File: src/hw/rtl/lcdst_pkg.sv
// shared types, constants and codes of the lcd scanline mode timing core
package lcdst_pkg;

    // line and mode timing
    localparam logic [8:0] DOTS_PER_LINE = 9'd456;
    localparam logic [8:0] OAM_END_DOT   = 9'd80;
    localparam logic [7:0] VBLANK_LINE   = 8'd144;
    localparam logic [7:0] WRAP_LINE     = 8'd153;

    // mode codes in status bits 1:0
    localparam logic [1:0] MODE_HBLANK = 2'd0;
    localparam logic [1:0] MODE_VBLANK = 2'd1;
    localparam logic [1:0] MODE_OAM    = 2'd2;
    localparam logic [1:0] MODE_XFER   = 2'd3;

    // status bit positions
    localparam int COINC_POS      = 2;
    localparam int SRC_HBLANK_POS = 3;
    localparam int SRC_VBLANK_POS = 4;
    localparam int SRC_OAM_POS    = 5;
    localparam int SRC_COINC_POS  = 6;

    // configuration register indexes (taken from paddr bit 2)
    localparam logic REG_LINE_COMPARE = 1'b0;
    localparam logic REG_XFER_END     = 1'b1;

    // reset values of the configuration registers
    localparam logic [7:0] LINE_COMPARE_RST = 8'd0;
    localparam logic [8:0] XFER_END_RST     = 9'd253;

    // dot timing state
    typedef struct packed {
        logic [6:0] status;
        logic [7:0] line;
        logic [8:0] dot;
    } lcd_state_t;

    // configuration seen by the dot unit
    typedef struct packed {
        logic [7:0] line_compare;
        logic [8:0] transfer_end_dot;
    } lcd_cfg_t;

    // pulses raised on one dot or collected over an item
    typedef struct packed {
        logic stat;
        logic vblank;
        logic frame;
    } lcd_irq_t;

endpackage

File: src/hw/rtl/lcd_scanline_mode_timing_core.sv
// top level of the lcd scanline mode timing core: sequencer, state and output register
//
//  channel  | ports        | content
//  ---------+--------------+---------------------------------------------------
//  input    | s_tvalid ... | dots per transfer
//  result   | m_tvalid ... | mode, line, status, stat, vblank and frame pulses
//  config   | apb p*       | line compare (0x0), transfer end dot (0x4)
//
//  an item is accepted at the input, stepped one dot at a time through the single
//  dot step unit, then loaded into the output register
//  the output register frees the input side; a result waits in the sequencer only
//  while the previous result is still held by a stalled m_tready
//  reset (aresetn low, synchronous) clears the timing state to line 0, dot 0, h-blank
module lcd_scanline_mode_timing_core
    import lcdst_pkg::*;
(
    input  logic        aclk,
    input  logic        aresetn,
    // apb configuration port
    input  logic        psel,
    input  logic        penable,
    input  logic        pwrite,
    input  logic [2:0]  paddr,
    input  logic [31:0] pwdata,
    output logic [31:0] prdata,
    output logic        pready,
    // input stream
    input  logic        s_tvalid,
    output logic        s_tready,
    input  logic [7:0]  s_tdata,    // [4:0] dots, [7:5] zero
    // result stream
    output logic        m_tvalid,
    input  logic        m_tready,
    output logic [23:0] m_tdata     // [1:0] mode, [9:2] line, [16:10] status,
                                    // [17] stat_irq, [18] vblank_irq,
                                    // [19] frame_done, [23:20] zero
);

    typedef enum logic [1:0] {
        ST_IDLE = 2'b01,
        ST_RUN  = 2'b10
    } seq_state_t;

    seq_state_t  state_reg, state_next;
    logic [4:0]  cnt_reg, cnt_next;
    lcd_state_t  cur_reg, cur_next;
    lcd_irq_t    irq_reg, irq_next;
    logic        m_valid_reg, m_valid_next;
    logic [23:0] m_data_reg, m_data_next;

    lcd_cfg_t    cfg;
    lcd_state_t  step_state;
    lcd_irq_t    step_irq;
    logic        in_xfer;
    logic        out_free;

    // configuration registers
    lcdst_cfg u_cfg (
        .aclk    (aclk),
        .aresetn (aresetn),
        .psel    (psel),
        .penable (penable),
        .pwrite  (pwrite),
        .paddr   (paddr),
        .pwdata  (pwdata),
        .prdata  (prdata),
        .pready  (pready),
        .cfg     (cfg)
    );

    // shared dot step unit
    lcdst_dot_unit u_dot (
        .cur (cur_reg),
        .cfg (cfg),
        .nxt (step_state),
        .irq (step_irq)
    );

    assign s_tready = (state_reg == ST_IDLE);
    assign in_xfer  = s_tvalid && s_tready;
    assign out_free = !m_valid_reg || m_tready;
    assign m_tvalid = m_valid_reg;
    assign m_tdata  = m_data_reg;

    // sequencer
    always_comb begin
        state_next   = state_reg;
        cnt_next     = cnt_reg;
        cur_next     = cur_reg;
        irq_next     = irq_reg;
        m_valid_next = m_valid_reg;
        m_data_next  = m_data_reg;

        // release of the held result
        if (m_valid_reg && m_tready) begin
            m_valid_next = 1'b0;
        end

        unique case (state_reg)
            ST_IDLE: begin
                if (in_xfer) begin
                    cnt_next   = s_tdata[4:0];
                    irq_next   = '0;
                    state_next = ST_RUN;
                end
            end
            ST_RUN: begin
                if (cnt_reg != 5'd0) begin
                    // one dot per cycle
                    cur_next        = step_state;
                    irq_next.stat   = irq_reg.stat   | step_irq.stat;
                    irq_next.vblank = irq_reg.vblank | step_irq.vblank;
                    irq_next.frame  = irq_reg.frame  | step_irq.frame;
                    cnt_next        = cnt_reg - 5'd1;
                end else if (out_free) begin
                    m_valid_next = 1'b1;
                    m_data_next  = {4'd0, irq_reg.frame, irq_reg.vblank, irq_reg.stat,
                                    cur_reg.status, cur_reg.line, cur_reg.status[1:0]};
                    state_next   = ST_IDLE;
                end
            end
            default: begin
                state_next = ST_IDLE;
            end
        endcase
    end

    // control and timing state
    always_ff @(posedge aclk) begin
        if (!aresetn) begin
            state_reg   <= ST_IDLE;
            cnt_reg     <= 5'd0;
            cur_reg     <= '0;
            irq_reg     <= '0;
            m_valid_reg <= 1'b0;
        end else begin
            state_reg   <= state_next;
            cnt_reg     <= cnt_next;
            cur_reg     <= cur_next;
            irq_reg     <= irq_next;
            m_valid_reg <= m_valid_next;
        end
    end

    // result payload
    always_ff @(posedge aclk) begin
        m_data_reg <= m_data_next;
    end

    // an accepted transfer always occupies the sequencer on the next cycle
    a_busy_after_accept: assert property (@(posedge aclk) disable iff (!aresetn)
        in_xfer |=> !s_tready)
        else $error("sequencer ready right after accepting a transfer");

    // no dots left over once the sequencer is idle
    a_idle_no_count: assert property (@(posedge aclk) disable iff (!aresetn)
        (state_reg == ST_IDLE) |-> (cnt_reg == 5'd0))
        else $error("dot count pending while idle");

    // the wrap line is never held
    a_no_wrap_line: assert property (@(posedge aclk) disable iff (!aresetn)
        cur_reg.line != WRAP_LINE)
        else $error("line counter holds the wrap line");

    // a frame wrap in a result leaves the line at zero
    a_frame_line_zero: assert property (@(posedge aclk) disable iff (!aresetn)
        (m_valid_reg && m_data_reg[19]) |-> (m_data_reg[9:2] == 8'd0))
        else $error("frame done reported away from line zero");

    // a v-blank pulse in a result leaves the mode at v-blank
    a_vblank_mode: assert property (@(posedge aclk) disable iff (!aresetn)
        (m_valid_reg && m_data_reg[18]) |-> (m_data_reg[1:0] == MODE_VBLANK))
        else $error("v-blank pulse reported outside v-blank");

endmodule

File: src/hw/rtl/lcdst_cfg.sv
// apb register file holding line compare and transfer end dot
module lcdst_cfg
    import lcdst_pkg::*;
(
    input  logic        aclk,
    input  logic        aresetn,
    input  logic        psel,
    input  logic        penable,
    input  logic        pwrite,
    input  logic [2:0]  paddr,
    input  logic [31:0] pwdata,
    output logic [31:0] prdata,
    output logic        pready,
    output lcd_cfg_t    cfg
);

    logic [7:0] lyc_reg;
    logic [8:0] xend_reg;
    logic       wr_en;

    assign pready = 1'b1;
    assign wr_en  = psel && penable && pwrite && pready;

    // register writes on the access cycle
    always_ff @(posedge aclk) begin
        if (!aresetn) begin
            lyc_reg  <= LINE_COMPARE_RST;
            xend_reg <= XFER_END_RST;
        end else if (wr_en) begin
            unique case (paddr[2])
                REG_LINE_COMPARE: lyc_reg  <= pwdata[7:0];
                REG_XFER_END:     xend_reg <= pwdata[8:0];
                default:          lyc_reg  <= lyc_reg;
            endcase
        end
    end

    // read back
    always_comb begin
        unique case (paddr[2])
            REG_LINE_COMPARE: prdata = {24'd0, lyc_reg};
            REG_XFER_END:     prdata = {23'd0, xend_reg};
            default:          prdata = 32'd0;
        endcase
    end

    assign cfg.line_compare     = lyc_reg;
    assign cfg.transfer_end_dot = xend_reg;

endmodule

File: src/hw/rtl/lcdst_dot_unit.sv
// shared dot step unit: advances the timing state by a single dot
module lcdst_dot_unit
    import lcdst_pkg::*;
(
    input  lcd_state_t cur,
    input  lcd_cfg_t   cfg,
    output lcd_state_t nxt,
    output lcd_irq_t   irq
);

    logic [6:0] s;
    logic [7:0] l;
    logic [8:0] d;
    logic       p_stat;
    logic       p_vbl;
    logic       p_frame;

    always_comb begin
        s       = cur.status;
        l       = cur.line;
        d       = cur.dot;
        p_stat  = 1'b0;
        p_vbl   = 1'b0;
        p_frame = 1'b0;

        // mode transitions at the boundary dots
        unique case (s[1:0])
            MODE_OAM: begin
                if (d == OAM_END_DOT) begin
                    s[1:0] = MODE_XFER;
                end
            end
            MODE_XFER: begin
                if (d == cfg.transfer_end_dot) begin
                    s = 7'd0;
                    s[COINC_POS]      = cur.status[COINC_POS];
                    s[SRC_HBLANK_POS] = 1'b1;
                    s[1:0]            = MODE_HBLANK;
                    p_stat            = 1'b1;
                end
            end
            MODE_HBLANK: begin
                if (d == DOTS_PER_LINE) begin
                    d = 9'd0;
                    l = l + 8'd1;
                    s = 7'd0;
                    s[COINC_POS] = cur.status[COINC_POS];
                    if (l == VBLANK_LINE) begin
                        s[1:0]            = MODE_VBLANK;
                        s[SRC_VBLANK_POS] = 1'b1;
                        p_vbl             = 1'b1;
                    end else begin
                        s[1:0]         = MODE_OAM;
                        s[SRC_OAM_POS] = 1'b1;
                    end
                    p_stat = 1'b1;
                end
            end
            MODE_VBLANK: begin
                if (d == DOTS_PER_LINE) begin
                    d = 9'd0;
                    l = l + 8'd1;
                    if (l == WRAP_LINE) begin
                        l = 8'd0;
                        s = 7'd0;
                        s[COINC_POS]   = cur.status[COINC_POS];
                        s[1:0]         = MODE_OAM;
                        s[SRC_OAM_POS] = 1'b1;
                        p_stat         = 1'b1;
                        p_frame        = 1'b1;
                    end
                end
            end
            default: begin
                s = cur.status;
            end
        endcase

        // dot count wraps at the 9-bit boundary
        d = d + 9'd1;

        // line compare coincidence
        if (l == cfg.line_compare) begin
            s[SRC_HBLANK_POS] = 1'b0;
            s[SRC_VBLANK_POS] = 1'b0;
            s[SRC_OAM_POS]    = 1'b0;
            s[COINC_POS]      = 1'b1;
            s[SRC_COINC_POS]  = 1'b1;
            p_stat            = 1'b1;
        end else begin
            s[COINC_POS] = 1'b0;
        end

        nxt.status = s;
        nxt.line   = l;
        nxt.dot    = d;
        irq.stat   = p_stat;
        irq.vblank = p_vbl;
        irq.frame  = p_frame;
    end

endmodule
File: config.mk
export PLATFORM = sky130hd
export DESIGN_NAME = lcd_scanline_mode_timing_core
export DESIGN_NICKNAME = d
export VERILOG_FILES = /design/src/hw/rtl/lcdst_pkg.sv /design/src/hw/rtl/lcd_scanline_mode_timing_core.sv /design/src/hw/rtl/lcdst_cfg.sv /design/src/hw/rtl/lcdst_dot_unit.sv
export SDC_FILE = /design/constraint.sdc
export NUM_CORES = 1
export LEC_CHECK = 0
export BUFFER_PORTS_ARGS = -buffer_cell sky130_fd_sc_hd__clkbuf_2
export CORE_ASPECT_RATIO = 0.6
export CORE_UTILIZATION = 53
export CTS_CLUSTER_SIZE = 10
export DETAILED_ROUTE_END_ITERATION = 6
export GPL_TIMING_DRIVEN = 0
export HOLD_SLACK_MARGIN = 0.02
export PLACE_DENSITY = 0.87
export SLEW_MARGIN = 40
export SYNTH_ARGS = -nofsm -noshare
export SYNTH_HDL_FRONTEND = slang
export SYNTH_SLANG_ARGS = --single-unit
File: constraint.sdc
create_clock -name aclk -period 3.8 [get_ports aclk]
set_input_delay 0.76 -clock aclk [delete_from_list [all_inputs] [get_ports aclk]]
set_output_delay 0.76 -clock aclk [all_outputs]
set_load 0.05 [all_outputs]
==> impl_metrics.json, run 1 <==
{
  "numCtsBuffers": 9,
  "synth_commonest_cells": "nand2_1, dfxtp_1, buf_4, nor2_1, nand3_1",
  "wl_per_cell_um": 15.5,
  "p_leak_nw": 2.02,
  "grt_pass1_wl_um": 16100,
  "postRouteAntennaNets": 0,
  "clkTransAtPathRegs_ps": 60,
  "holdPathStages": 0,
  "fp.coreArea_sq_mm": 0.00733,
  "dieHeight_um": 69.7,
  "place_hpwl_um": 7420,
  "status": "finished, final reports clean",
  "num_antenna_cells": 0,
  "cap_violations": 0,
  "die_w_um": 115,
  "dieArea_sq_mm": 0.00800,
  "vias": 3631,
  "ctsResizeCount": 0,
  "max_freq_mhz": 293,
  "cts.path.max_buffers": 2,
  "r2r_cells": 10,
  "synth_flop_cell": "dfxtp_1",
  "hold_viol_final": 0,
  "fin_util_pct": 66.6,
  "port_buffers": 51,
  "async_flop_share_pct": 0,
  "gp_congestion": 0.954,
  "synth_top_area_share_pct": 25.7,
  "tightest_slew_ps": 764,
  "grt_util_all_layers_pct": 26.7,
  "slowest_stage": "dfxtp_1",
  "largest_reg_flops": 24,
  "synth-edff-count": 18,
  "clk-insertion-delay-late_ps": 350,
  "crit_end": "cur_reg[21]",
  "yosysMostFrequentCell": "nand2_1",
  "crit_start": "cur_reg[9]",
  "cp_data_required_time_ps": 4010,
  "pwr_density_cell_mw_per_mm2": 410,
  "seq_area_frac_synth_pct": 39.1,
  "area_growth_pct": 20.5,
  "drt-total-wl_um": 10300,
  "drive_gt1_share_pct": 22.0,
  "viasPerCell": 5.48,
  "timing.rr.end": "cur_reg[21]",
  "rrSetupSlack_ps": 390,
  "final_nets": 614,
  "max_slew_margin_pct": 48.4,
  "postCtsSetupBuffers": 0,
  "rows": 24,
  "start_util_pct": 55.2,
  "cts_root_buf": "clkbuf_16",
  "antenna_found_initial": 0,
  "drc_errors": 0,
  "path_max_fanout": 10,
  "finalSetupViolCount": 0,
  "r2r-start": "cur_reg[9]",
  "fin_setup_tns_ps": 0,
  "grt_max_degree": 19,
  "cp_data_arrival_time_ps": 3620,
  "max_stage_delay_ps": 530,
  "path_class": "reg2reg",
  "dr.pass1.iters": 6,
  "ios": 109,
  "endpoint_kind": "flop",
  "first_global_vias": 3277,
  "start_kind": "flop",
  "nFillCells": 620,
  "rsz0062_at_grt": "no",
  "htree_levels": 3,
  "synth.ff_latch_count": 70,
  "dr.first_iter.drc_count": 382,
  "ys_types": 59,
  "slew_violations": 0,
  "synth_top_area_cell": "dfxtp_1",
  "vdd_drop_max_mv": 0.226,
  "yosys_warnings": 0,
  "min_period_ps": 3410,
  "synthCells": 466,
  "crit_chain": "ha_1, buf_2, nand3_1, nor2_1, xor2_4, or4_1, a2111oi_2, o2111ai_2, nor4_4, o32ai_1",
  "syn_area_sq_mm": 0.00405,
  "syn_area_per_cell_sq_um": 8.69,
  "fin_skew_ps": 8.85,
  "hp-class": "reg2reg",
  "gr-total-overflow": 0,
  "timing.final.crit_share_pct": 89.8,
  "cts_tree": "built",
  "cts_hold_buffers": 0,
  "cts.sinks": 70,
  "synth.top_cells.by_area": "dfxtp_1, edfxtp_1, nand2_1, buf_4, xnor2_1"
}
[critical path, delay by kind of cell (launching register included)]
family,cells,cell delay [ps]
simple gates,4,1430
compound gates,3,820
flops,1,530
fa+ha+maj,1,200
buf+inv,1,200
xor+xnor,1,100
[worst min-delay path by stage]
| stage | to | startpoint | slack (ps) |
|---|---|---|---|
| 2_1_floorplan | m_tdata[12] | cur_reg[19] | 400 |
| 3_3_place_gp | m_tdata[9] | cur_reg[16] | 410 |
| 3_5_place_dp | m_tdata[16] | cur_reg[23] | 420 |
| 4_1_cts | m_tdata[16] | cur_reg[23] | 430 |
| 5_1_grt | m_tdata[6] | cur_reg[13] | 450 |
| 6_report | m_tdata[16] | cur_reg[23] | 430 |
[cell type report]
| class | instances | area (sq um) | area share, % |
|---|---|---|---|
| inverters | 14 | 52.6 | 1.08 |
| plain buffers | 54 | 345 | 7.08 |
| repair buffers | 51 | 255 | 5.23 |
| flip-flops and latches | 70 | 1580 | 32.4 |
| multi-input cells | 354 | 2170 | 44.4 |
| clock inverters | 7 | 121 | 2.49 |
| clock buffers | 9 | 225 | 4.62 |
| well taps | 104 | 130 | 2.67 |
[logic make-up (layout without fill, tap and decap cells)]
family,Yosys count,after routing,synth area share (%)
buffers and inverters,68,135,9.83
adder cells (fa/ha/maj),10,10,3.09
multiplexers,7,7,1.95
flip-flops,70,70,39.1
AO/OA/AOI/OAI,85,85,14.7
XOR/XNOR,28,28,6.52
AND/OR/NAND/NOR,196,196,24.6
other,2,28,0.186
[power breakdown]
group	switching [mW]	internal (mW)	leakage (nW)
Sequential	0.0130	0.775	0.615
Clock	0.339	0.643	0.158
Combinational	0.160	0.0705	1.24
[stage by stage]
stage	power, mW	cell area (sq um)	hold WS, ps	instances	setup slack, ps
floorplan	0.985	4150	400	492	868
global placement	1.02	4530	407	647	485
detailed placement	1.03	4530	417	647	454
CTS	2.00	4880	433	663	448
global route	2.05	4880	450	663	286
finish	2.00	4880	432	663	386
[metal layers]
layer  wire length, um  vias to the layer above  GRT usage [%]
met5                 0                        -              0
met4               245                        0           10.2
met3              1010                       34           7.52
met2              4410                      206           39.8
met1              4610                     1651           36.6
li1                  -                     1740              -
[placed cells by master (no fill, tap or decap), drive strengths merged, types with 2 or more instances in the layout]
cell	count
a21o	4
dfxtp	52
o31ai	4
o21a	4
or3	5
nor3	4
nor2b	5
inv	15
nand2	79
clkbuf	75
and3	5
edfxtp	18
and2	13
nor3b	2
a31oi	2
o21ai	18
a21boi	17
nor4b	5
or4	3
o211ai	4
o32ai	4
ha	10
nand3	27
bufinv	3
nand4	7
a22oi	3
a21oi	12
nor4	4
nand2b	5
clkinvlp	3
nor2	29
xnor2	18
mux2	7
a211o	2
buf	38
o2111ai	2
conb	28
xor2	10
Note: power is estimated with default switching activity, not from simulation.
==> inputs of run 2 (changes only) <==
clock period = 3.5 ns   (was 3.8 ns; I/O delays follow)
==> impl_metrics.json, run 2 (synthesized netlist as in run 1, its figures left out) <==
{
  "status": "finished, final reports clean",
  "place_inst": 647,
  "slew_violations": 0,
  "grt_pass1_wl_um": 16100,
  "final_common_cell": "nand2_1",
  "dr.pass1.iters": 5,
  "start_kind": "flop",
  "port_buffers": 51,
  "numCtsBuffers": 9,
  "cts.sinks": 70,
  "htree_levels": 3,
  "num_antenna_cells": 0,
  "path_class": "reg2reg",
  "cts.path.max_buffers": 2,
  "start_util_pct": 55.2,
  "endpoint_kind": "flop",
  "fin_skew_ps": 7.19,
  "die_w_um": 115,
  "timing.final.crit_share_pct": 94.4,
  "dieArea_sq_mm": 0.00800,
  "tightest_slew_ps": 766,
  "clkTransAtPathRegs_ps": 60,
  "nFillCells": 619,
  "cap_violations": 0,
  "fin_cells": 663,
  "p_leak_nw": 2.02,
  "vias": 3614,
  "drive_gt1_share_pct": 22.2,
  "fp.coreArea_sq_mm": 0.00733,
  "first_global_vias": 3277,
  "finalSetupViolCount": 0,
  "wl_per_cell_um": 15.4,
  "max_freq_mhz": 303,
  "postRouteAntennaNets": 0,
  "ios": 109,
  "area_growth_pct": 20.6,
  "dr.first_iter.drc_count": 390,
  "grt_util_all_layers_pct": 26.7,
  "hp-class": "reg2reg",
  "cp_data_required_time_ps": 3710,
  "cts_tree": "built",
  "post-route-cell-area_sq_mm": 0.00488,
  "path_max_fanout": 10,
  "max_slew_margin_pct": 48.2,
  "final_nets": 614,
  "place_hpwl_um": 7420,
  "viasPerCell": 5.45,
  "gr-total-overflow": 0,
  "gp_congestion": 0.954,
  "drc_errors": 0,
  "dieHeight_um": 69.7,
  "rows": 24,
  "clk-insertion-delay-late_ps": 350,
  "place_area_sq_mm": 0.00453,
  "cts_hold_buffers": 0,
  "fin_util_pct": 66.6,
  "grt_max_degree": 19,
  "rsz0062_at_grt": "no",
  "antenna_found_initial": 0,
  "min_period_ps": 3300,
  "cts_root_buf": "clkbuf_16",
  "mostFrequentLayoutCells": "nand2_1, dfxtp_1, clkbuf_2",
  "pwr_density_cell_mw_per_mm2": 445,
  "cp_data_arrival_time_ps": 3520,
  "fin_setup_tns_ps": 0,
  "largest_reg_flops": 24,
  "hold_viol_final": 0,
  "drt-total-wl_um": 10200,
  "vdd_drop_max_mv": 0.246
}
## run 2: cell counts in the layout (fill, tap and decap cells not counted)
No cell type changed its count.
## run 2: worst max-delay path: stages (launching register included)
cell       delay, ps
dfxtp_1          530
ha_1             200
buf_2            190
nand3_1          190
nor2_2           260
xor2_4            90
or4_1            530
a2111oi_2        440
o2111ai_2        250
nor4_4           370
o32ai_1          130
## run 2: area by class of cell
| class | instances | area (sq um) | share of cell area [%] |
|---|---|---|---|
| sequential | 70 | 1580 | 32.4 |
| buffer | 54 | 345 | 7.08 |
| clock buffer | 9 | 225 | 4.61 |
| clock inverter | 7 | 121 | 2.49 |
| multi-input combinational | 354 | 2170 | 44.5 |
| timing repair buffer | 51 | 255 | 5.23 |
| inverter | 14 | 52.6 | 1.08 |
| tap | 104 | 130 | 2.67 |
## run 2: power by group
part           internal, mW  switching (mW)  total [mW]  leakage, nW
clock network         0.698           0.368        1.07        0.158
logic                0.0765           0.173       0.249         1.24
registers             0.842          0.0141       0.856        0.615
## run 2: worst paths after layout
check              startpoint     endpoint  slack (ps)  depth (start not counted)
setup / recovery   cur_reg[9]  cur_reg[21]         200                         10
hold / removal    cur_reg[13]   m_tdata[6]         430                          0
setup reg to reg   cur_reg[9]  cur_reg[21]         200                         10
hold reg to reg   cur_reg[13]   m_tdata[6]         430                          0
## run 2: timing repair
item | CTS | global route
setup buffers | 0 | 0
resized for setup | 0 | 1
setup endpoints to repair | 0 | 1
hold endpoints to repair | 0 | 0
## run 2: metal layers
layer	wire (um)	up-vias	GRT usage (%)
li1	-	1736	-
met1	4540	1666	36.6
met2	4450	185	39.8
met3	964	27	7.52
met4	242	0	10.2
met5	0	-	0
## run 2: metrics by stage
stage | setup WS (ps) | hold WS [ps] | total power, mW
finish | 196 | 431 | 2.17
global route | 62.4 | 450 | 2.23
CTS | 148 | 433 | 2.17
detailed placement | 154 | 417 | 1.12
global placement | 185 | 407 | 1.11
floorplan | 568 | 400 | 1.07
==> inputs of run 3 (changes only) <==
CORE_UTILIZATION = 55   (was 53)
CTS_BUF_LIST = sky130_fd_sc_hd__clkbuf_2   (was unset)
PLACE_DENSITY = 0.9   (was 0.87)
==> impl_metrics.json, run 3 (synthesized netlist as in run 1, its figures left out) <==
{
  "hold_viol_final": 0,
  "clkTransAtPathRegs_ps": 170,
  "grt.busiest_layer": "met2",
  "r2r_cells": 10,
  "tightest_slew_ps": 674,
  "cts_root_buf": "clkbuf_2",
  "start_util_pct": 58.9,
  "numCtsBuffers": 9,
  "endpoint_kind": "flop",
  "die_w_um": 113,
  "fin_setup_tns_ps": 0,
  "path_max_fanout": 10,
  "r2r-start": "cur_reg[9]",
  "max_freq_mhz": 304,
  "num_antenna_cells": 0,
  "final_common_cell": "nand2_1",
  "crit_buf_inv": 1,
  "drt-total-wl_um": 9890,
  "timing.final.crit_share_pct": 94.1,
  "max_slew_margin_pct": 54.9,
  "finalSetupViolCount": 0,
  "fp.coreArea_sq_mm": 0.00688,
  "slew_violations": 0,
  "cp_data_required_time_ps": 3910,
  "wl_per_cell_um": 15.3,
  "grt_pass1_wl_um": 15500,
  "antenna_found_initial": 0,
  "final_nets": 614,
  "gr-usage-met3_pct": 9.92,
  "port_buffers": 51,
  "worstHoldStart": "pwdata[8]",
  "ios": 109,
  "vias": 3589,
  "hold_end": "u_cfg.xend_reg[8]",
  "gr-total-overflow": 0,
  "gp_congestion": 0.945,
  "vdd_drop_max_mv": 0.205,
  "first_global_vias": 3118,
  "grt_util_met1_pct": 35.4,
  "start_kind": "flop",
  "path_class": "reg2reg",
  "cts.sinks": 70,
  "cp_data_arrival_time_ps": 3700,
  "fin_skew_ps": 48.6,
  "timing.rr.end": "cur_reg[21]",
  "status": "finished, final reports clean",
  "p_leak_nw": 1.92,
  "rsz0062_at_grt": "no",
  "drc_errors": 0,
  "crit_chain": "ha_1, buf_2, nand3_1, nor2_2, xor2_4, or4_1, a2111oi_2, o2111ai_2, nor4_4, o32ai_1",
  "cpLargestDelayFamily": "simple AND/OR/NAND/NOR gates",
  "mostFrequentLayoutCells": "nand2_1, clkbuf_2, dfxtp_1",
  "dr.pass1.iters": 5,
  "dieArea_sq_mm": 0.00772,
  "cts_tree": "built",
  "dieHeight_um": 68.5,
  "fin_cells": 646,
  "cts.path.max_buffers": 2,
  "rrSetupSlack_ps": 210,
  "grt_max_degree": 19,
  "design_power_total_mw": 1.47,
  "place_inst": 630,
  "place_hpwl_um": 7380,
  "holdPathStages": 3,
  "largest_reg_flops": 24,
  "rows": 23,
  "slowest_stage": "or4_1",
  "dr.first_iter.drc_count": 298,
  "nFillCells": 562,
  "pwr_density_cell_mw_per_mm2": 321,
  "clk-insertion-delay-late_ps": 570,
  "area_growth_pct": 13.6,
  "min_period_ps": 3290,
  "met2_usage_pct": 41.8,
  "drive_gt1_share_pct": 22.0,
  "grt_util_all_layers_pct": 27.2,
  "postRouteAntennaNets": 0,
  "cap_violations": 0,
  "viasPerCell": 5.56,
  "hp-class": "in2reg",
  "htree_levels": 3,
  "max_stage_delay_ps": 530
}
-- run 3: cell types whose count changed in the layout (fill, tap and decap cells not counted) --
| cell | change |
|---|---|
| bufinv_16 | -3 |
| clkbuf_16 | -9 |
| clkinv_1 | +4 |
| clkbuf_2 | +12 |
| dfxtp_2 | +2 |
| nor4b_2 | +1 |
| dfxtp_1 | -2 |
| inv_6 | -1 |
| clkinvlp_4 | -3 |
| nor4b_1 | -1 |
-- run 3: report_power, final --
part	switching [mW]	internal (mW)
clock	0.275	0.0937
combinational	0.172	0.0774
sequential	0.0143	0.842
-- run 3: how the worst max path moves through the flow --
stage | cells past startpoint | slack, ps | from | to
2_1_floorplan | 10 | 570 | cur_reg[9] | cur_reg[20]
3_3_place_gp | 10 | 190 | cur_reg[9] | cur_reg[22]
3_5_place_dp | 10 | 160 | cur_reg[9] | cur_reg[21]
4_1_cts | 10 | 90 | cur_reg[9] | cur_reg[21]
5_1_grt | 10 | 110 | cur_reg[9] | cur_reg[21]
6_report | 10 | 210 | cur_reg[9] | cur_reg[21]
-- run 3: worst min-delay path, stage by stage --
cell and delay, ps:
clkbuf_2 80, nand2_1 40, a21boi_0 60
-- run 3: final cells by class --
cell class | count | area [sq um] | share of cell area [%]
clock inverters | 4 | 15.0 | 0.327
clock buffers | 12 | 60.1 | 1.31
plain buffers | 54 | 345 | 7.51
flip-flops and latches | 70 | 1580 | 34.5
inverters | 14 | 52.6 | 1.14
multi-input cells | 354 | 2180 | 47.3
well taps | 87 | 109 | 2.37
repair buffers | 51 | 255 | 5.55
-- run 3: through the flow --
step / utilization, % / cell area (sq um) / hold slack, ps / setup WS (ps)
detailed placement: 65.6 / 4510 / 409 / 156
CTS: 66.7 / 4580 / 344 / 86.7
finish: 66.8 / 4600 / 363 / 207
global route: 66.8 / 4600 / 326 / 106
global placement: 65.6 / 4510 / 407 / 187
floorplan: - / 4150 / 400 / 568
-- run 3: metal layers --
metal	part of all wire (%)	vias to the layer above
li1	-	1741
met2	42	191
met5	0	-
met3	11	11
met4	1.0	0
met1	45	1646
-- run 3: timing repair --
item | in CTS | in global routing
hold buffers | 0 | 0
buffers inserted | 0 | 0
endpoints found under the setup margin | 0 | 6
resized for setup | 0 | 3
